File: src/rtl/core/tdrr_pkg.sv
package tdrr_pkg;

    localparam int CFG_IDX_W  = 3;
    localparam int CFG_DATA_W = 13;

    localparam logic [CFG_IDX_W-1:0] CFG_REPLAY_MODE       = 3'd0;
    localparam logic [CFG_IDX_W-1:0] CFG_DEAD_BAND         = 3'd1;
    localparam logic [CFG_IDX_W-1:0] CFG_CLAW_OPEN_LIMIT   = 3'd2;
    localparam logic [CFG_IDX_W-1:0] CFG_CLAW_CLOSED_LIMIT = 3'd3;
    localparam logic [CFG_IDX_W-1:0] CFG_RECORD_LENGTH     = 3'd4;

    localparam logic [6:0]         DEAD_BAND_RST     = 7'd5;
    localparam logic signed [12:0] CLAW_OPEN_RST     = 13'sd107;
    localparam logic signed [12:0] CLAW_CLOSED_RST   = 13'sd10;
    localparam logic [10:0]        RECORD_LENGTH_RST = 11'd700;

    // motor commands (arm and claw)
    localparam logic [1:0] CMD_STOP = 2'd0;
    localparam logic [1:0] CMD_FWD  = 2'd1;
    localparam logic [1:0] CMD_REV  = 2'd2;

    // phase codes as reported on the output
    localparam logic [1:0] PHASE_CODE_DRIVER = 2'd0;
    localparam logic [1:0] PHASE_CODE_RECORD = 2'd1;
    localparam logic [1:0] PHASE_CODE_REPLAY = 2'd2;
    localparam logic [1:0] PHASE_CODE_DONE   = 2'd3;

    typedef enum logic [3:0] {
        PH_DRIVER = 4'b0001,
        PH_RECORD = 4'b0010,
        PH_REPLAY = 4'b0100,
        PH_DONE   = 4'b1000
    } t_phase;

    // input word, first field in the high bits
    typedef struct packed {
        logic signed [12:0] claw_angle;
        logic               record_button;
        logic               arm_down_button;
        logic               arm_up_button;
        logic               claw_toggle_button;
        logic signed [7:0]  fast_drive_axis;
        logic signed [7:0]  slow_drive_axis;
        logic signed [7:0]  fast_turn_axis;
        logic signed [7:0]  slow_turn_axis;
    } t_in_item;

    localparam int IN_W  = $bits(t_in_item);

    // one entry of the command store
    typedef struct packed {
        logic              claw_flag;
        logic [1:0]        arm;
        logic signed [7:0] right;
        logic signed [7:0] left;
    } t_entry;

    typedef struct packed {
        t_phase             phase_now;
        logic signed [12:0] claw_angle;
        t_entry             cmd;
    } t_s0;

    typedef struct packed {
        logic signed [12:0] open_limit;
        logic signed [12:0] closed_limit;
    } t_limits;

    // output word, first field in the high bits
    typedef struct packed {
        logic [1:0]        phase_now;
        logic              commands_valid;
        logic [1:0]        claw_command;
        logic [1:0]        arm_command;
        logic signed [7:0] right_velocity;
        logic signed [7:0] left_velocity;
    } t_out_item;

    localparam int OUT_W = $bits(t_out_item);

    function automatic logic [1:0] f_phase_code(input t_phase ph);
        logic [1:0] code;
        unique case (ph)
            PH_DRIVER: code = PHASE_CODE_DRIVER;
            PH_RECORD: code = PHASE_CODE_RECORD;
            PH_REPLAY: code = PHASE_CODE_REPLAY;
            PH_DONE:   code = PHASE_CODE_DONE;
            default:   code = PHASE_CODE_DRIVER;
        endcase
        return code;
    endfunction

endpackage

File: src/rtl/core/tdrr_out.sv
module tdrr_out
    import tdrr_pkg::*;
(
    input  logic      i_clk,
    input  logic      i_rst_n,
    input  logic      i_accept,
    input  t_s0       i_s0,
    input  t_entry    i_mem_rdata,
    input  t_limits   i_limits,
    input  logic      i_m_tready,
    output logic      o_s_tready,
    output logic      o_m_tvalid,
    output t_out_item o_m_item
);

    logic      r_s1_valid;
    t_s0       r_s1;
    logic      r_o_valid;
    t_out_item r_o_item;

    logic      s1_move;
    t_entry    cmd;
    logic [1:0] claw;
    t_out_item n_o_item;

    assign s1_move    = r_s1_valid && (!r_o_valid || i_m_tready);
    assign o_s_tready = !r_s1_valid || s1_move;

    // replayed ticks take their commands from the store read issued at accept
    assign cmd = (r_s1.phase_now == PH_REPLAY) ? i_mem_rdata : r_s1.cmd;

    always_comb begin
        if (cmd.claw_flag) begin
            claw = (r_s1.claw_angle < i_limits.open_limit) ? CMD_FWD : CMD_STOP;
        end else begin
            claw = (r_s1.claw_angle > i_limits.closed_limit) ? CMD_REV : CMD_STOP;
        end
    end

    always_comb begin
        n_o_item.phase_now = f_phase_code(r_s1.phase_now);
        if (r_s1.phase_now == PH_DONE) begin
            n_o_item.commands_valid = 1'b0;
            n_o_item.claw_command   = CMD_STOP;
            n_o_item.arm_command    = CMD_STOP;
            n_o_item.right_velocity = 8'sd0;
            n_o_item.left_velocity  = 8'sd0;
        end else begin
            n_o_item.commands_valid = 1'b1;
            n_o_item.claw_command   = claw;
            n_o_item.arm_command    = cmd.arm;
            n_o_item.right_velocity = cmd.right;
            n_o_item.left_velocity  = cmd.left;
        end
    end

    always_ff @(posedge i_clk) begin
        if (!i_rst_n) begin
            r_s1_valid <= 1'b0;
            r_o_valid  <= 1'b0;
        end else begin
            if (i_accept) begin
                r_s1_valid <= 1'b1;
            end else if (s1_move) begin
                r_s1_valid <= 1'b0;
            end
            if (s1_move) begin
                r_o_valid <= 1'b1;
            end else if (i_m_tready) begin
                r_o_valid <= 1'b0;
            end
        end
    end

    always_ff @(posedge i_clk) begin
        if (i_accept) begin
            r_s1 <= i_s0;
        end
        if (s1_move) begin
            r_o_item <= n_o_item;
        end
    end

    assign o_m_tvalid = r_o_valid;
    assign o_m_item   = r_o_item;

endmodule

File: config.mk
export PLATFORM = sky130hd
export DESIGN_NAME = tdrr_out
export DESIGN_NICKNAME = d
export VERILOG_FILES = /design/src/rtl/core/tdrr_pkg.sv /design/src/rtl/core/tdrr_out.sv
export SDC_FILE = /design/constraint.sdc
export NUM_CORES = 1
export LEC_CHECK = 0
export BUFFER_PORTS_ARGS = -buffer_cell sky130_fd_sc_hd__buf_2
export CAP_MARGIN = 25
export CORE_MARGIN = 10
export CORE_UTILIZATION = 45
export CTS_BUF_LIST = sky130_fd_sc_hd__clkbuf_8
export DETAILED_ROUTE_END_ITERATION = 16
export GPL_TIMING_DRIVEN = 0
export PLACE_DENSITY = 0.78
export SLEW_MARGIN = 0
export SYNTH_ARGS = -nofsm -noshare
export SYNTH_HDL_FRONTEND = slang
export SYNTH_SLANG_ARGS = --single-unit
File: constraint.sdc
create_clock -name i_clk -period 1.9 [get_ports i_clk]
set_input_delay 0.095 -clock i_clk [delete_from_list [all_inputs] [get_ports i_clk]]
set_output_delay 0.095 -clock i_clk [all_outputs]
set_load 0.05 [all_outputs]
==> results by group <==
Placed design
  • Placed insts: 412
  • DP HPWL: 5.505 mm
  • Input/output buffers: 109
  • Routability cong.: 0.7775
  • Place WS: -0.1237 ns

Die
  • Core area: 0.005991 mm2
  • Chip Height: 99.17 um
  • IO Pins: 110
  • DIE AREA: 0.009834 mm2
  • Standard-cell rows: 28
  • Die width: 99.17 um
  • Initial core utilization: 47.08%

STA
  • Tcrit/Tclk final: 98.50%
  • Slew Limit Fails: 0
  • Finish-stage setup viols: 0
  • Setup TNS: 0 ns
  • Unrepaired setup endpoints after global routing: true
  • Skew final: 0.008255 ns
  • Final hold vios: 0
  • Worst rel slew slack: 45.33%
  • Final WS setup: 0.02851 ns
  • Final min period: 1.871 ns
  • Worst Tran Pin Value: 0.8201 ns
  • Upper clock frequency limit: 534.3 MHz

Drt
  • Via Count: 2270
  • Detailed Route WL: 7.487 mm
  • Post-DRT Antenna Nets: 0
  • Top layer in use: met4
  • Routed len/inst: 16.07 um
  • Met2 wire length: 3.869 mm
  • # DRC: 0
  • M1 WL: 2.953 mm
  • DR iter-0 viols: 77
  • Vias per cell: 4.871
  • Metal3 WL: 569 um
  • First-pass DRT Iterations: 4

CTS
  • Clock Sinks: 61
  • Max Buffers Root-to-Sink: 2
  • Clk Latency, worst-skew pair: 0.32 ns
  • TritonCTS clock tree: yes
  • H-tree levels: 3
  • Num CTS Buffers: 9
  • Clock Tree Root: clkbuf_8
  • Clk slew on worst S/H paths: 0.07 ns

Synth
  • Synthesized flop and latch total: 61
  • Share of the synthesized area in the top cell type: 62.82%
  • Syn nets: 337
  • Post-synthesis cell type count: 28
  • Syn Std Cell Area: 0.002820 mm2
  • Seq/Total Area, Yosys: 64.24%
  • Synth warnings: 0
  • Dominant cell type by area after synthesis: edfxtp_1
  • Cells after synthesis: 227
  • Top cells by area, synth: edfxtp_1 63%, ha_1 11%, nand2_1 5.5%, a21oi_1 5.3%, inv_1 4.0%
  • Syn avg cell area: 12.42 um2

Setup path
  • CP startpoint kind: flop
  • Worst path required time: 1.95 ns
  • Critical Path Sink Type: flop
  • WS Path Type: flop to flop
  • Worst-path fanout max: 2
  • Crit path DAT: 1.92 ns

Cells and area
  • Fill cells: 455
  • Reg area: 0.001812 mm2
  • Non-Filler Instances: 466
  • P&R area growth vs syn: 46.45%
  • Layout cells sized above 1: 35.81%
  • Multi-input logic area: 938.4 um2
  • Final core utilization: 68.94%
  • Layout Nets: 497
  • Antenna Cells: 0

Global route
  • Grt total ovfl: 0
  • Largest net degree at the start of global routing: 38
  • First-pass GRT wire length: 11.96 mm
  • Global-route usage over all layers: 15.30%
  • Number of global-route vias before repair: 2488
  • Antenna violations before repair: 0

Pwr
  • Peak supply drop: 0.0005766 V
  • Leakage Power: 1.876 nW
  • Power Dens Cells: 824.7 mW/mm2
  • Power Total: 3.406 mW

Hold path
  • Worst hold path type: input port to flop

Run status
  • Outcome: completed

Flow run
  • Max-cap violations: 0
-- state kept, by name, summed over array words and instances, names as in the netlist --
name / count
o_m_tvalid: 1
r_s1_valid: 1
r_s1: 36
o_m_item: 23
-- cell usage in the layout (no fill, tap or decap), types with 2 or more instances in the layout --
cell type and instances:
buf_2 111, edfxtp_1 59, nand2_1 41, dlygate4sd3_1 37
inv_1 30, a21oi_1 29, ha_1 24, clkbuf_8 9
nand4_1 5, nor4b_2 3, a21o_1 3, clkinv_1 3
buf_4 3, nor2b_1 2, o21ai_0 2, nand3_1 2
nor2_1 2, bufinv_16 2, dfxtp_1 2
-- what timing repair did --
item,in CTS,in global routing
buffers inserted,1,2
gates resized for setup,7,6
pin swaps,6,2
hold buffers,37,0
setup endpoints to repair,21,13
hold endpoints to repair,38,0
-- logic make-up (layout without fill, tap and decap cells) --
| logic type | Yosys count | count (layout) | share of synthesized area [%] |
|---|---|---|---|
| AOI/OAI and AO/OA | 43 | 43 | 8.607 |
| DFF | 61 | 61 | 64.24 |
| muxes | 1 | 1 | 0.3549 |
| xor gates and xnor gates | 1 | 1 | 0.3106 |
| and+or+nand+nor | 61 | 61 | 10.60 |
| buffers and inverters | 35 | 199 | 4.791 |
| adders and majority gates | 25 | 25 | 11.09 |
-- cells in the mapped netlist (all sizes together) --
master and instances:
nand2 41, o21a 1, or4b 1, nor2 2
nand3 2, o41ai 1, a21o 3, o21ai 3
nor4b 4, nand2b 1, nand4 5, edfxtp 59
buf 3, a21oi 30, a211oi 1, xnor2 1
nor3 2, o31ai 1, clkbuf 2, mux2i 1
o221ai 1, nor2b 3, dfxtp 2, a21boi 1
inv 30, ha 25, o211ai 1
-- per-layer routing --
metal / up-vias / GRT usage (%)
met5: - / 0
met4: 0 / 7.497
met1: 1053 / 16.06
met3: 6 / 5.260
met2: 75 / 26.70
li1: 1136 / -
-- worst paths after layout --
path                                               from                         end  slack [ns]  cells past startpoint
worst min register to register  r_s1_valid$_SDFFE_PN0P_     o_m_tvalid$_SDFFE_PN0P_        0.53                      1
worst max register to register       r_s1[22]$_DFFE_PP_  o_m_item[19]$_SDFFCE_PP0P_        0.03                      7
worst max-delay path                 r_s1[22]$_DFFE_PP_  o_m_item[19]$_SDFFCE_PP0P_        0.03                      7
worst min-delay path                     i_mem_rdata[3]   o_m_item[3]$_SDFFCE_PP0P_        0.11                      3
-- power breakdown --
group | internal, mW | leakage [nW] | switching (mW)
sequential | 1.59 | 0.583 | 0.0420
combinational | 0.257 | 1.19 | 0.321
clock | 0.718 | 0.0978 | 0.475
-- per-stage QoR --
stage                     area, um2  hold WS [ns]
final                          4130        0.1086
after global routing           4130        0.1053
after CTS                      4095       0.09507
after detailed placement       3477        0.2733
after global placement         3462        0.2715
after floorplan                2823        0.1939
-- cell type report --
cell class	count	share of cell area [%]
inverters	30	2.726
plain buffers	4	0.4241
clock buffers	9	2.999
flip-flops and latches	61	43.87
multi-input cells	131	22.72
well taps	75	2.272
repair buffers	150	23.08
clock inverters	6	1.909
-- worst max-delay path, cell delays in order, from the launching register on --
cell and delay, ns:
edfxtp_1 0.44, buf_4 0.16, ha_1 0.28, o21ai_1 0.17, o221ai_2 0.14, a21oi_2 0.15, o211ai_1 0.10, nor4b_2 0.16
Power figures use the tool's default switching activity.
