[src/rtl/core/tdrr_pkg.sv]
package tdrr_pkg;

    localparam int CFG_IDX_W  = 3;
    localparam int CFG_DATA_W = 13;

    localparam logic [CFG_IDX_W-1:0] CFG_REPLAY_MODE       = 3'd0;
    localparam logic [CFG_IDX_W-1:0] CFG_DEAD_BAND         = 3'd1;
    localparam logic [CFG_IDX_W-1:0] CFG_CLAW_OPEN_LIMIT   = 3'd2;
    localparam logic [CFG_IDX_W-1:0] CFG_CLAW_CLOSED_LIMIT = 3'd3;
    localparam logic [CFG_IDX_W-1:0] CFG_RECORD_LENGTH     = 3'd4;

    localparam logic [6:0]         DEAD_BAND_RST     = 7'd5;
    localparam logic signed [12:0] CLAW_OPEN_RST     = 13'sd107;
    localparam logic signed [12:0] CLAW_CLOSED_RST   = 13'sd10;
    localparam logic [10:0]        RECORD_LENGTH_RST = 11'd700;

    // motor commands (arm and claw)
    localparam logic [1:0] CMD_STOP = 2'd0;
    localparam logic [1:0] CMD_FWD  = 2'd1;
    localparam logic [1:0] CMD_REV  = 2'd2;

    // phase codes as reported on the output
    localparam logic [1:0] PHASE_CODE_DRIVER = 2'd0;
    localparam logic [1:0] PHASE_CODE_RECORD = 2'd1;
    localparam logic [1:0] PHASE_CODE_REPLAY = 2'd2;
    localparam logic [1:0] PHASE_CODE_DONE   = 2'd3;

    typedef enum logic [3:0] {
        PH_DRIVER = 4'b0001,
        PH_RECORD = 4'b0010,
        PH_REPLAY = 4'b0100,
        PH_DONE   = 4'b1000
    } t_phase;

    // input word, first field in the high bits
    typedef struct packed {
        logic signed [12:0] claw_angle;
        logic               record_button;
        logic               arm_down_button;
        logic               arm_up_button;
        logic               claw_toggle_button;
        logic signed [7:0]  fast_drive_axis;
        logic signed [7:0]  slow_drive_axis;
        logic signed [7:0]  fast_turn_axis;
        logic signed [7:0]  slow_turn_axis;
    } t_in_item;

    localparam int IN_W  = $bits(t_in_item);

    // one entry of the command store
    typedef struct packed {
        logic              claw_flag;
        logic [1:0]        arm;
        logic signed [7:0] right;
        logic signed [7:0] left;
    } t_entry;

    typedef struct packed {
        t_phase             phase_now;
        logic signed [12:0] claw_angle;
        t_entry             cmd;
    } t_s0;

    typedef struct packed {
        logic signed [12:0] open_limit;
        logic signed [12:0] closed_limit;
    } t_limits;

    // output word, first field in the high bits
    typedef struct packed {
        logic [1:0]        phase_now;
        logic              commands_valid;
        logic [1:0]        claw_command;
        logic [1:0]        arm_command;
        logic signed [7:0] right_velocity;
        logic signed [7:0] left_velocity;
    } t_out_item;

    localparam int OUT_W = $bits(t_out_item);

    function automatic logic [1:0] f_phase_code(input t_phase ph);
        logic [1:0] code;
        unique case (ph)
            PH_DRIVER: code = PHASE_CODE_DRIVER;
            PH_RECORD: code = PHASE_CODE_RECORD;
            PH_REPLAY: code = PHASE_CODE_REPLAY;
            PH_DONE:   code = PHASE_CODE_DONE;
            default:   code = PHASE_CODE_DRIVER;
        endcase
        return code;
    endfunction

endpackage

[src/rtl/core/tdrr_ctrl.sv]
module tdrr_ctrl
    import tdrr_pkg::*;
#(
    parameter int STORE_DEPTH = 1024,
    localparam int AW = $clog2(STORE_DEPTH),
    localparam int TW = $clog2(STORE_DEPTH + 1),
    localparam int LW = (TW > 11) ? TW : 11
) (
    input  logic                  i_clk,
    input  logic                  i_rst_n,
    input  logic                  i_cfg_we,
    input  logic [CFG_IDX_W-1:0]  i_cfg_addr,
    input  logic [CFG_DATA_W-1:0] i_cfg_wdata,
    input  logic                  i_accept,
    input  t_in_item              i_item,
    output t_s0                   o_s0,
    output t_limits               o_limits,
    output logic                  o_mem_we,
    output logic                  o_mem_re,
    output logic [AW-1:0]         o_mem_addr,
    output t_entry                o_mem_wdata
);

    logic [6:0]         r_dead_band;
    logic signed [12:0] r_open_limit;
    logic signed [12:0] r_closed_limit;
    logic [10:0]        r_record_length;

    t_phase        r_phase, n_phase;
    logic [TW-1:0] r_tick, n_tick;
    logic          r_claw_flag, n_claw_flag;
    logic          r_toggle_prev, n_toggle_prev;

    logic              driving;
    logic              flag_new;
    logic [1:0]        arm;
    logic signed [7:0] left, right;
    logic [AW-1:0]     idx;
    logic [TW-1:0]     tick_inc;
    logic [LW-1:0]     len_ext, eff_len;
    logic              at_end;
    t_entry            entry;

    function automatic logic [7:0] f_mag(input logic signed [7:0] v);
        return v[7] ? 8'(-v) : 8'(v);
    endfunction

    // truncating divide by 3 via reciprocal 171/512, exact for |v| <= 128
    function automatic logic signed [7:0] f_div3(input logic signed [7:0] v);
        logic [7:0]  m;
        logic [15:0] p;
        logic [7:0]  q;
        m = f_mag(v);
        p = 16'(m) * 16'd171;
        q = 8'(p >> 9);
        return v[7] ? -$signed(q) : $signed(q);
    endfunction

    function automatic logic signed [7:0] f_sat(input logic signed [8:0] v);
        logic signed [7:0] s;
        if (v > 9'sd127) begin
            s = 8'sd127;
        end else if (v < -9'sd127) begin
            s = -8'sd127;
        end else begin
            s = v[7:0];
        end
        return s;
    endfunction

    assign driving = (r_phase == PH_DRIVER) || (r_phase == PH_RECORD);
    assign flag_new = (i_item.claw_toggle_button && !r_toggle_prev) ? ~r_claw_flag
                                                                    : r_claw_flag;

    always_comb begin
        priority if (i_item.arm_up_button) begin
            arm = CMD_FWD;
        end else if (i_item.arm_down_button) begin
            arm = CMD_REV;
        end else begin
            arm = CMD_STOP;
        end
    end

    always_comb begin
        priority if (f_mag(i_item.slow_drive_axis) > {1'b0, r_dead_band}) begin
            left  = f_div3(i_item.slow_drive_axis);
            right = left;
        end else if (f_mag(i_item.slow_turn_axis) > {1'b0, r_dead_band}) begin
            left  = f_div3(i_item.slow_turn_axis);
            right = -left;
        end else if (f_mag(i_item.fast_drive_axis) > {1'b0, r_dead_band}) begin
            left  = f_sat({i_item.fast_drive_axis[7], i_item.fast_drive_axis});
            right = left;
        end else if (f_mag(i_item.fast_turn_axis) > {1'b0, r_dead_band}) begin
            left  = f_sat({i_item.fast_turn_axis[7], i_item.fast_turn_axis});
            right = f_sat(-{i_item.fast_turn_axis[7], i_item.fast_turn_axis});
        end else begin
            left  = 8'sd0;
            right = 8'sd0;
        end
    end

    assign entry = '{claw_flag: flag_new, arm: arm, right: right, left: left};

    // tick never reaches the depth in an active phase; guard keeps the index in range
    assign idx      = (r_tick < TW'(STORE_DEPTH)) ? r_tick[AW-1:0] : '0;
    assign tick_inc = TW'(idx) + TW'(1);
    assign len_ext  = LW'(r_record_length);
    assign eff_len  = (len_ext == '0) ? LW'(1)
                    : ((len_ext > LW'(STORE_DEPTH)) ? LW'(STORE_DEPTH) : len_ext);
    assign at_end   = LW'(tick_inc) >= eff_len;

    always_comb begin
        n_phase       = r_phase;
        n_tick        = r_tick;
        n_claw_flag   = r_claw_flag;
        n_toggle_prev = r_toggle_prev;
        priority if (i_cfg_we && (i_cfg_addr == CFG_REPLAY_MODE)) begin
            n_phase     = i_cfg_wdata[0] ? PH_REPLAY : PH_DRIVER;
            n_tick      = '0;
            n_claw_flag = 1'b0;
        end else if (i_accept) begin
            if (driving) begin
                n_claw_flag   = flag_new;
                n_toggle_prev = i_item.claw_toggle_button;
            end
            unique case (r_phase)
                PH_DRIVER: begin
                    if (i_item.record_button) begin
                        n_tick  = '0;
                        n_phase = PH_RECORD;
                    end
                end
                PH_RECORD: begin
                    n_tick = tick_inc;
                    if (at_end) begin
                        n_phase = PH_DRIVER;
                    end
                end
                PH_REPLAY: begin
                    n_tick = tick_inc;
                    if (at_end) begin
                        n_phase = PH_DONE;
                    end
                end
                PH_DONE: begin
                end
                default: begin
                end
            endcase
        end else begin
        end
    end

    always_ff @(posedge i_clk) begin
        if (!i_rst_n) begin
            r_phase       <= PH_DRIVER;
            r_tick        <= '0;
            r_claw_flag   <= 1'b0;
            r_toggle_prev <= 1'b0;
        end else begin
            r_phase       <= n_phase;
            r_tick        <= n_tick;
            r_claw_flag   <= n_claw_flag;
            r_toggle_prev <= n_toggle_prev;
        end
    end

    always_ff @(posedge i_clk) begin
        if (!i_rst_n) begin
            r_dead_band     <= DEAD_BAND_RST;
            r_open_limit    <= CLAW_OPEN_RST;
            r_closed_limit  <= CLAW_CLOSED_RST;
            r_record_length <= RECORD_LENGTH_RST;
        end else if (i_cfg_we) begin
            unique case (i_cfg_addr)
                CFG_DEAD_BAND:         r_dead_band     <= i_cfg_wdata[6:0];
                CFG_CLAW_OPEN_LIMIT:   r_open_limit    <= $signed(i_cfg_wdata);
                CFG_CLAW_CLOSED_LIMIT: r_closed_limit  <= $signed(i_cfg_wdata);
                CFG_RECORD_LENGTH:     r_record_length <= i_cfg_wdata[10:0];
                default: begin
                end
            endcase
        end
    end

    assign o_s0.phase_now  = r_phase;
    assign o_s0.claw_angle = i_item.claw_angle;
    assign o_s0.cmd        = entry;

    assign o_limits.open_limit   = r_open_limit;
    assign o_limits.closed_limit = r_closed_limit;

    assign o_mem_we    = i_accept && (r_phase == PH_RECORD);
    assign o_mem_re    = i_accept && (r_phase == PH_REPLAY);
    assign o_mem_addr  = idx;
    assign o_mem_wdata = entry;

endmodule

[config.mk]
export PLATFORM = sky130hd
export DESIGN_NAME = tdrr_ctrl
export DESIGN_NICKNAME = d
export VERILOG_FILES = /design/src/rtl/core/tdrr_pkg.sv /design/src/rtl/core/tdrr_ctrl.sv
export SDC_FILE = /design/constraint.sdc
export NUM_CORES = 1
export LEC_CHECK = 0
export BUFFER_PORTS_ARGS = -buffer_cell sky130_fd_sc_hd__buf_2
export CAP_MARGIN = 20
export CORE_MARGIN = 10
export CORE_UTILIZATION = 60
export DETAILED_ROUTE_END_ITERATION = 10
export GPL_TIMING_DRIVEN = 0
export PLACE_DENSITY = 0.86
export SETUP_SLACK_MARGIN = 0.2
export SLEW_MARGIN = 10
export SYNTH_ARGS = -nofsm -noshare
export SYNTH_HDL_FRONTEND = slang
export SYNTH_SLANG_ARGS = --single-unit
[constraint.sdc]
create_clock -name i_clk -period 26 [get_ports i_clk]
set_clock_uncertainty 0.2 [all_clocks]
set_input_delay 3.9 -clock i_clk [delete_from_list [all_inputs] [get_ports i_clk]]
set_output_delay 3.9 -clock i_clk [all_outputs]
set_load 0.02 [all_outputs]
==> metrics, run 1 <==
outcome finished, final reports clean; Worst Path Arrival 11.52 ns; buffer count from post-CTS setup fixing 0; Initial Utilization 61.62%; chip height 137.1 um; sequential power share 10.6%; Combinational Power Share 75.0%; Slew @ Worst Pin 0.6767 ns; largest cells by area after synthesis ha_1 (20%), dfxtp_1 (15%), nand2_1 (7.2%); clk sink count 61; antenna fix cells 0; FF-to-FF End r_phase[0]$_SDFFE_PN1P_; Post-Syn Area between 8000 and 9000 sq um; Net Sw Frac between 50% and 60%; maximum clock rate 0.06401 GHz; uppermost layer routed met4; fin crit share 60.09%; min Tclk post-route 15.62 ns; first-pass GRT wire length 36.25 mm; largest net degree at the start of global routing 13; Iter 0 DRT Violations 579; vias per cell between 5 and 6; synthesis-to-layout area growth 15.55%; PortBufs 144; initial antenna violation count 0; synthesized instance count 1,070; wire per inst 15.71 um; Critical Path RT 21.90 ns; Setup WS pre-CTS between 10 and 15 ns; Synth area leader ha_1; Routed WL 22.11 mm; IO Pins 162; Sw Pwr 0.4634 mW; Yosys reg bits 61; GR Util All Layers 22.85%; Setup WS post-layout around 10 ns; # nets final 1,450; startpoint types input port; yosys warns 0; crit path capture o_s0[14]; WS Path Type in2out; share of the synthesized area in the top cell type between 10% and 20%; drt drc 0; Final Hold Viols 0; CTS buffer count 9; hold_ws 0.2570 ns; met3 routed WL around 1.3 mm; RSZ-0062 raised after global routing false; Die Span X about 140 um; Final Wtd Congestion 0.9770; worst skew pair latency around 0.33 ns; non-filler instance count after layout 1,407; CP max stage delay 0.53 ns; DP Wirelength 17.93 mm; cell total after placement 1,391; fin. max-slew vios 0; Post-synth EDFFs 0; remaining antenna violation count after routing 0; ys flop type dfxtp_1; Post-Syn Area per Cell 7.687 sq um; Internal 0.4586 mW; CTS Hold Bufs 0; sequential area share after synthesis 14.85%; WL met1 slightly above 9 mm; met2 routed WL 11.26 mm; clock slew at reported path FFs 0.05 ns; layout cells sized above 1 17.47%; crit end category output pin; clk root buf clkbuf_16; fillers 1,136; clock share of power around 14%; core area 13,350 sq um; synthesized netlist net count roughly 1,300; critical path fanouts, max 10; First-pass DRT Iterations 5; Power Dens Cells 97.01 nW/um^2; Unique masters post-synth 79; highest-delay cell along the critical path fa_1; CTS Buffer Depth 2; full die area between 15,000 and 20,000 sq um; CTS tree built; H-tree depth 3; FP Rows 42; via count between 8,000 and 9,000; Final Util a little under three quarters; Critical Path Source i_item[7]; final setup TNS 0 ns; GRT Residual Overflow 0; internal reg-to-reg setup slack about 22 ns; ys async rst share 0%; PostCTS Resize Cnt 0; FF-to-FF Start r_tick[10]$_SDFFE_PP0P_; VDD IR max 0.1015 mV; count of maximum capacitance violations 0; static leakage 4.646 nW; FF-to-FF path depth 15; max-slew headroom at the worst pin 54.25%; worst hold path type reg2reg; hold path cells 2; Final setup violation count 0; vias in the first global route roughly 8,000
-- power by group through the flow --
stage	registers [mW]	logic [mW]	clock network (mW)
2_1_floorplan	0.101	0.512	0
3_3_place_gp	0.0998	0.670	0
3_5_place_dp	0.0999	0.684	0
4_1_cts	0.0979	0.688	0.133
5_1_grt	0.0982	0.762	0.138
6_report	0.0979	0.691	0.133
-- critical path: cells and delay by family --
| family | cells | cell delay (ns) |
|---|---|---|
| compound gates | 2 | 0.55 |
| simple gates | 10 | 2.15 |
| fa+ha+maj | 5 | 2.19 |
| xor+xnor | 3 | 0.98 |
| buf+inv | 9 | 1.72 |
-- through the flow --
| step | area [sq um] | total power [mW] |
|---|---|---|
| 6_report | 9504 | 0.9220 |
| 5_1_grt | 9504 | 0.9980 |
| 4_1_cts | 9504 | 0.9188 |
| 3_5_place_dp | 9171 | 0.7836 |
| 3_3_place_gp | 9166 | 0.7700 |
| 2_1_floorplan | 8225 | 0.6134 |
-- sequential cells by signal (all words and copies together), names as in the netlist --
register        flops
len_ext            11
r_claw_flag         1
r_closed_limit     13
r_dead_band         7
r_open_limit       13
r_phase             4
r_tick             11
r_toggle_prev       1
-- cells by family (layout without fill, tap and decap cells) --
family / count (synthesis) / in the layout / share of synthesized area [%]
adders and majority gates: 155 / 155 / 25.77
DFF: 61 / 61 / 14.85
muxes: 8 / 8 / 1.050
and+or+nand+nor: 404 / 404 / 23.79
AOI/OAI and AO/OA: 212 / 212 / 18.36
buffers and inverters: 168 / 329 / 9.233
xor gates and xnor gates: 62 / 62 / 6.952
-- layout by cell type (no fill, tap or decap), types with 22 or more instances in the layout --
| cell type | n |
|---|---|
| nand2b_1 | 22 |
| o21ai_0 | 37 |
| xor2_1 | 23 |
| nor2b_1 | 25 |
| buf_4 | 34 |
| xnor2_1 | 36 |
| nor2_1 | 65 |
| dfxtp_1 | 61 |
| fa_1 | 24 |
| nand2_1 | 158 |
| ha_1 | 131 |
| inv_1 | 94 |
| nand3_1 | 37 |
| a21boi_0 | 37 |
| a21oi_1 | 36 |
| buf_2 | 145 |
| clkbuf_1 | 37 |
-- layer usage --
metal  vias to the layer above  GRT usage (%)
met3                        29          3.996
met1                      3804          27.11
met2                       244          41.93
met5                         -              0
met4                         0          4.567
li1                       3990              -
-- area by class of cell --
cell class	instances	area (sq um)	share of cell area, %
multi-input combinational	841	6245	65.71
tap	176	220.2	2.317
clock inverter	6	93.84	0.9874
inverter	95	356.6	3.752
buffer	73	402.9	4.239
sequential	61	1221	12.85
timing repair buffer	145	725.7	7.636
clock buffer	10	239.0	2.514
-- synthesized netlist by cell type (4+ instances only) --
| cell type | instances |
|---|---|
| inv_1 | 94 |
| and4_1 | 4 |
| o21a_1 | 15 |
| xnor2_1 | 36 |
| dfxtp_1 | 61 |
| and2_1 | 5 |
| or3_1 | 7 |
| nand2b_1 | 22 |
| clkbuf_1 | 37 |
| nor3b_1 | 7 |
| a211oi_1 | 5 |
| o21ai_0 | 37 |
| o21bai_1 | 5 |
| buf_4 | 34 |
| nand3_1 | 37 |
| mux2i_1 | 5 |
| nor4_1 | 9 |
| xor2_1 | 23 |
| ha_1 | 131 |
| a21oi_1 | 36 |
| a21o_1 | 6 |
| o2111ai_1 | 4 |
| a22oi_1 | 4 |
| fa_1 | 24 |
| nand4_1 | 10 |
| nor2_1 | 65 |
| o211ai_1 | 7 |
| nor2b_1 | 25 |
| nand2_1 | 158 |
| nor4b_1 | 4 |
| o31ai_1 | 5 |
| a31oi_1 | 7 |
| a21boi_0 | 37 |
| a211o_1 | 4 |
| nor3_1 | 21 |
| o22ai_1 | 6 |
| and3_1 | 12 |
| or2_2 | 4 |
-- worst min path at each step --
stage	startpoint	endpoint	slack (ns)
after floorplan	r_toggle_prev$_SDFFE_PN0P_	r_toggle_prev$_SDFFE_PN0P_	0.24
after global placement	r_toggle_prev$_SDFFE_PN0P_	r_toggle_prev$_SDFFE_PN0P_	0.25
after detailed placement	r_toggle_prev$_SDFFE_PN0P_	r_toggle_prev$_SDFFE_PN0P_	0.25
after CTS	r_toggle_prev$_SDFFE_PN0P_	r_toggle_prev$_SDFFE_PN0P_	0.26
after global routing	r_open_limit[2]$_SDFFE_PN0P_	r_open_limit[2]$_SDFFE_PN0P_	0.28
final	r_toggle_prev$_SDFFE_PN0P_	r_toggle_prev$_SDFFE_PN0P_	0.26
Power figures use the tool's default switching activity.
==> run 2, diff against run 1 <==
--- a/config.mk
+++ b/config.mk
@@ -8,10 +8,10 @@
 export BUFFER_PORTS_ARGS = -buffer_cell sky130_fd_sc_hd__buf_2
 export CAP_MARGIN = 20
 export CORE_MARGIN = 10
-export CORE_UTILIZATION = 60
+export CORE_UTILIZATION = 58
 export DETAILED_ROUTE_END_ITERATION = 10
 export GPL_TIMING_DRIVEN = 0
-export PLACE_DENSITY = 0.86
+export PLACE_DENSITY = 0.83
 export SETUP_SLACK_MARGIN = 0.2
 export SLEW_MARGIN = 10
 export SYNTH_ARGS = -nofsm -noshare
==> constraint.sdc (replaced) <==
create_clock -name i_clk -period 15.75 [get_ports i_clk]
set_clock_uncertainty 0.2 [all_clocks]
set_input_delay 2.3625 -clock i_clk [delete_from_list [all_inputs] [get_ports i_clk]]
set_output_delay 2.3625 -clock i_clk [all_outputs]
set_load 0.02 [all_outputs]
==> metrics, run 2 (same netlist as run 1, synthesis figures left out) <==
hold path cells 2 (unchanged); First-pass DRT Iterations 7 (was 5); CTS buffer count 9 (unchanged); critical path fanouts, max 10 (unchanged); min Tclk post-route approximately 12 ns; Slew @ Worst Pin 0.6464 ns (was 0.6767 ns); Net Sw Frac 49.71% (was 50.26%); core area 13,880 sq um (was 13,350 sq um); FP Rows 43 (was 42); Combinational Power Share 74.3% (was 75.0%); commonest cells after routing, fill and taps aside nand2_1 (158), buf_2 (144), ha_1 (131) (was nand2_1 (158), buf_2 (145), ha_1 (131)); hold_ws 0.2605 ns (was 0.2570 ns); wire per inst 15.28 um (was 15.71 um); CTS Hold Bufs 0 (unchanged); IO Pins 162 (unchanged); internal reg-to-reg setup slack 11.67 ns (was 21.91 ns); largest registers r_closed_limit x13, r_open_limit x13 (unchanged); synthesis-to-layout area growth 15.88% (was 15.55%); drt drc 0 (unchanged); # nets final 1,450 (unchanged); full die area 19,340 sq um (was 18,790 sq um); largest net degree at the start of global routing 13 (unchanged); Critical Path RT 13.19 ns (was 21.90 ns); Internal 0.7660 mW (was 0.4586 mW); GR Util All Layers 21.63% (was 22.85%); VDD IR max 0.1347 mV (was 0.1015 mV); CP max stage delay 0.53 ns (about the same); FF-to-FF path depth 15 (unchanged); startpoint types input port (unchanged); buffer count from post-CTS setup fixing 0 (unchanged); fillers 1,196 (was 1,136); clk root buf clkbuf_16 (unchanged); crit end category output pin (unchanged); initial antenna violation count 1 (was 0); first-pass GRT wire length 36.81 mm (was 36.25 mm); worst skew pair latency 0.33 ns (about the same); H-tree depth 3 (unchanged); fin. max-slew vios 0 (unchanged); via count 7,967 (was 8,067); GRT Residual Overflow 0 (unchanged); maximum clock rate 0.08042 GHz; count of maximum capacitance violations 0 (unchanged); highest-delay cell along the critical path fa_1 (unchanged); Worst Path Arrival 9.87 ns (was 11.52 ns); Final Wtd Congestion 0.9516 (was 0.9770); PostCTS Resize Cnt 0 (unchanged); DP Wirelength 17.76 mm (was 17.93 mm); RSZ-0062 raised after global routing false (unchanged); Die Span X 139.1 um (was 137.1 um); static leakage 4.655 nW (was 4.646 nW); Final Util 68.67% (was 71.20%); Power Dens Cells 159.8 nW/um^2 (was 97.01 nW/um^2); worst hold path type reg2reg (unchanged); clk sink count 61 (unchanged); fin crit share 78.95%; remaining antenna violation count after routing 0 (unchanged); sequential power share 10.6% (about the same); clock slew at reported path FFs 0.06 ns (was 0.05 ns); CTS Buffer Depth 2 (unchanged); beginning of the worst hold path r_closed_limit[8]$_SDFFE_PN0P_ (was r_toggle_prev$_SDFFE_PN0P_); hold path endpoint r_closed_limit[8]$_SDFFE_PN0P_ (was r_toggle_prev$_SDFFE_PN0P_); most common cell after layout, fill and taps aside nand2_1 (unchanged); max-slew headroom at the worst pin 56.30% (was 54.25%); final setup TNS 0 ns (unchanged); PortBufs 144 (unchanged); chip height 139.1 um (was 137.1 um); Routed WL 21.57 mm (was 22.11 mm); Iter 0 DRT Violations 451 (was 579); FF-to-FF Start r_tick[10]$_SDFFE_PP0P_ (unchanged); Initial Utilization 59.26% (was 61.62%); layout cells sized above 1 17.47% (unchanged); Final setup violation count 0 (unchanged); Critical Path Source i_item[7] (unchanged); vias per cell 5.642 (was 5.733); Final Hold Viols 0 (unchanged); CTS tree built (unchanged); clock share of power 15.1% (was 14.4%); Sw Pwr 0.7571 mW (was 0.4634 mW); outcome finished, final reports clean (unchanged); vias in the first global route 7,968 (was 8,010); FF-to-FF End r_phase[0]$_SDFFE_PN1P_ (unchanged); WS Path Type in2out (unchanged)
## run 2: changes by cell type in the layout (fill, tap and decap cells not counted)
| cell | before | now |
|---|---|---|
| buf_2 | 145 | 144 |
| bufinv_16 | 2 | 3 |
| clkbuf_8 | 1 | 0 |
| clkdlybuf4s15_2 | 0 | 1 |
| clkinv_2 | 0 | 1 |
| clkinv_4 | 1 | 2 |
| clkinvlp_4 | 1 | 0 |
| diode_2 | 0 | 1 |
| inv_6 | 2 | 1 |
## run 2: how the worst max path moves through the flow
stage,endpoint,slack [ns],depth (start not counted)
4_1_cts,o_s0[14],3.35,29
5_1_grt,o_s0[14],2.56,29
3_5_place_dp,o_s0[14],3.36,29
6_report,o_s0[14],3.32,29
2_1_floorplan,o_s0[14],4.41,27
3_3_place_gp,o_s0[14],3.54,29
## run 2: power groups by stage
stage / clock (mW) / combinational, mW / sequential, mW
2_1_floorplan: 0 / 0.845 / 0.167
3_3_place_gp: 0 / 1.10 / 0.165
3_5_place_dp: 0 / 1.12 / 0.165
4_1_cts: 0.230 / 1.13 / 0.162
5_1_grt: 0.237 / 1.25 / 0.162
6_report: 0.229 / 1.13 / 0.162
## run 2: routing by layer
layer	GRT usage, %	part of all wire [%]	vias to the layer above
li1	-	-	4003
met1	25.96	43	3703
met2	39.17	50	232
met3	3.596	5.3	29
met4	4.778	1.5	0
met5	0	0	-
## run 2: through the flow
stage	power (mW)	area, sq um	cells	worst slack (ns)
floorplan	1.013	8225	1070	4.413
global placement	1.263	9171	1394	3.538
detailed placement	1.286	9183	1395	3.357
CTS	1.521	9529	1411	3.353
global route	1.649	9532	1412	2.557
finish	1.523	9532	1412	3.316
## run 2: critical path: cells and delay by family
kind / cells / cell delay (ns)
AND/OR/NAND/NOR: 10 / 2.14
adder cells (fa/ha/maj): 5 / 2.19
AO/OA/AOI/OAI: 2 / 0.50
buffers and inverters: 9 / 1.72
XOR/XNOR: 3 / 0.94
## run 2: cell type report
class                           instances  area (sq um)  area share (%)
Antenna cell                            1         2.502         0.02625
Buffer                                 73         402.9           4.227
Clock buffer                            9         225.2           2.363
Clock inverter                          7         121.4           1.273
Inverter                               95         356.6           3.741
Multi-Input combinational cell        841          6245           65.52
Sequential cell                        61          1221           12.81
Tap cell                              180         225.2           2.363
Timing Repair Buffer                  145         732.0           7.679
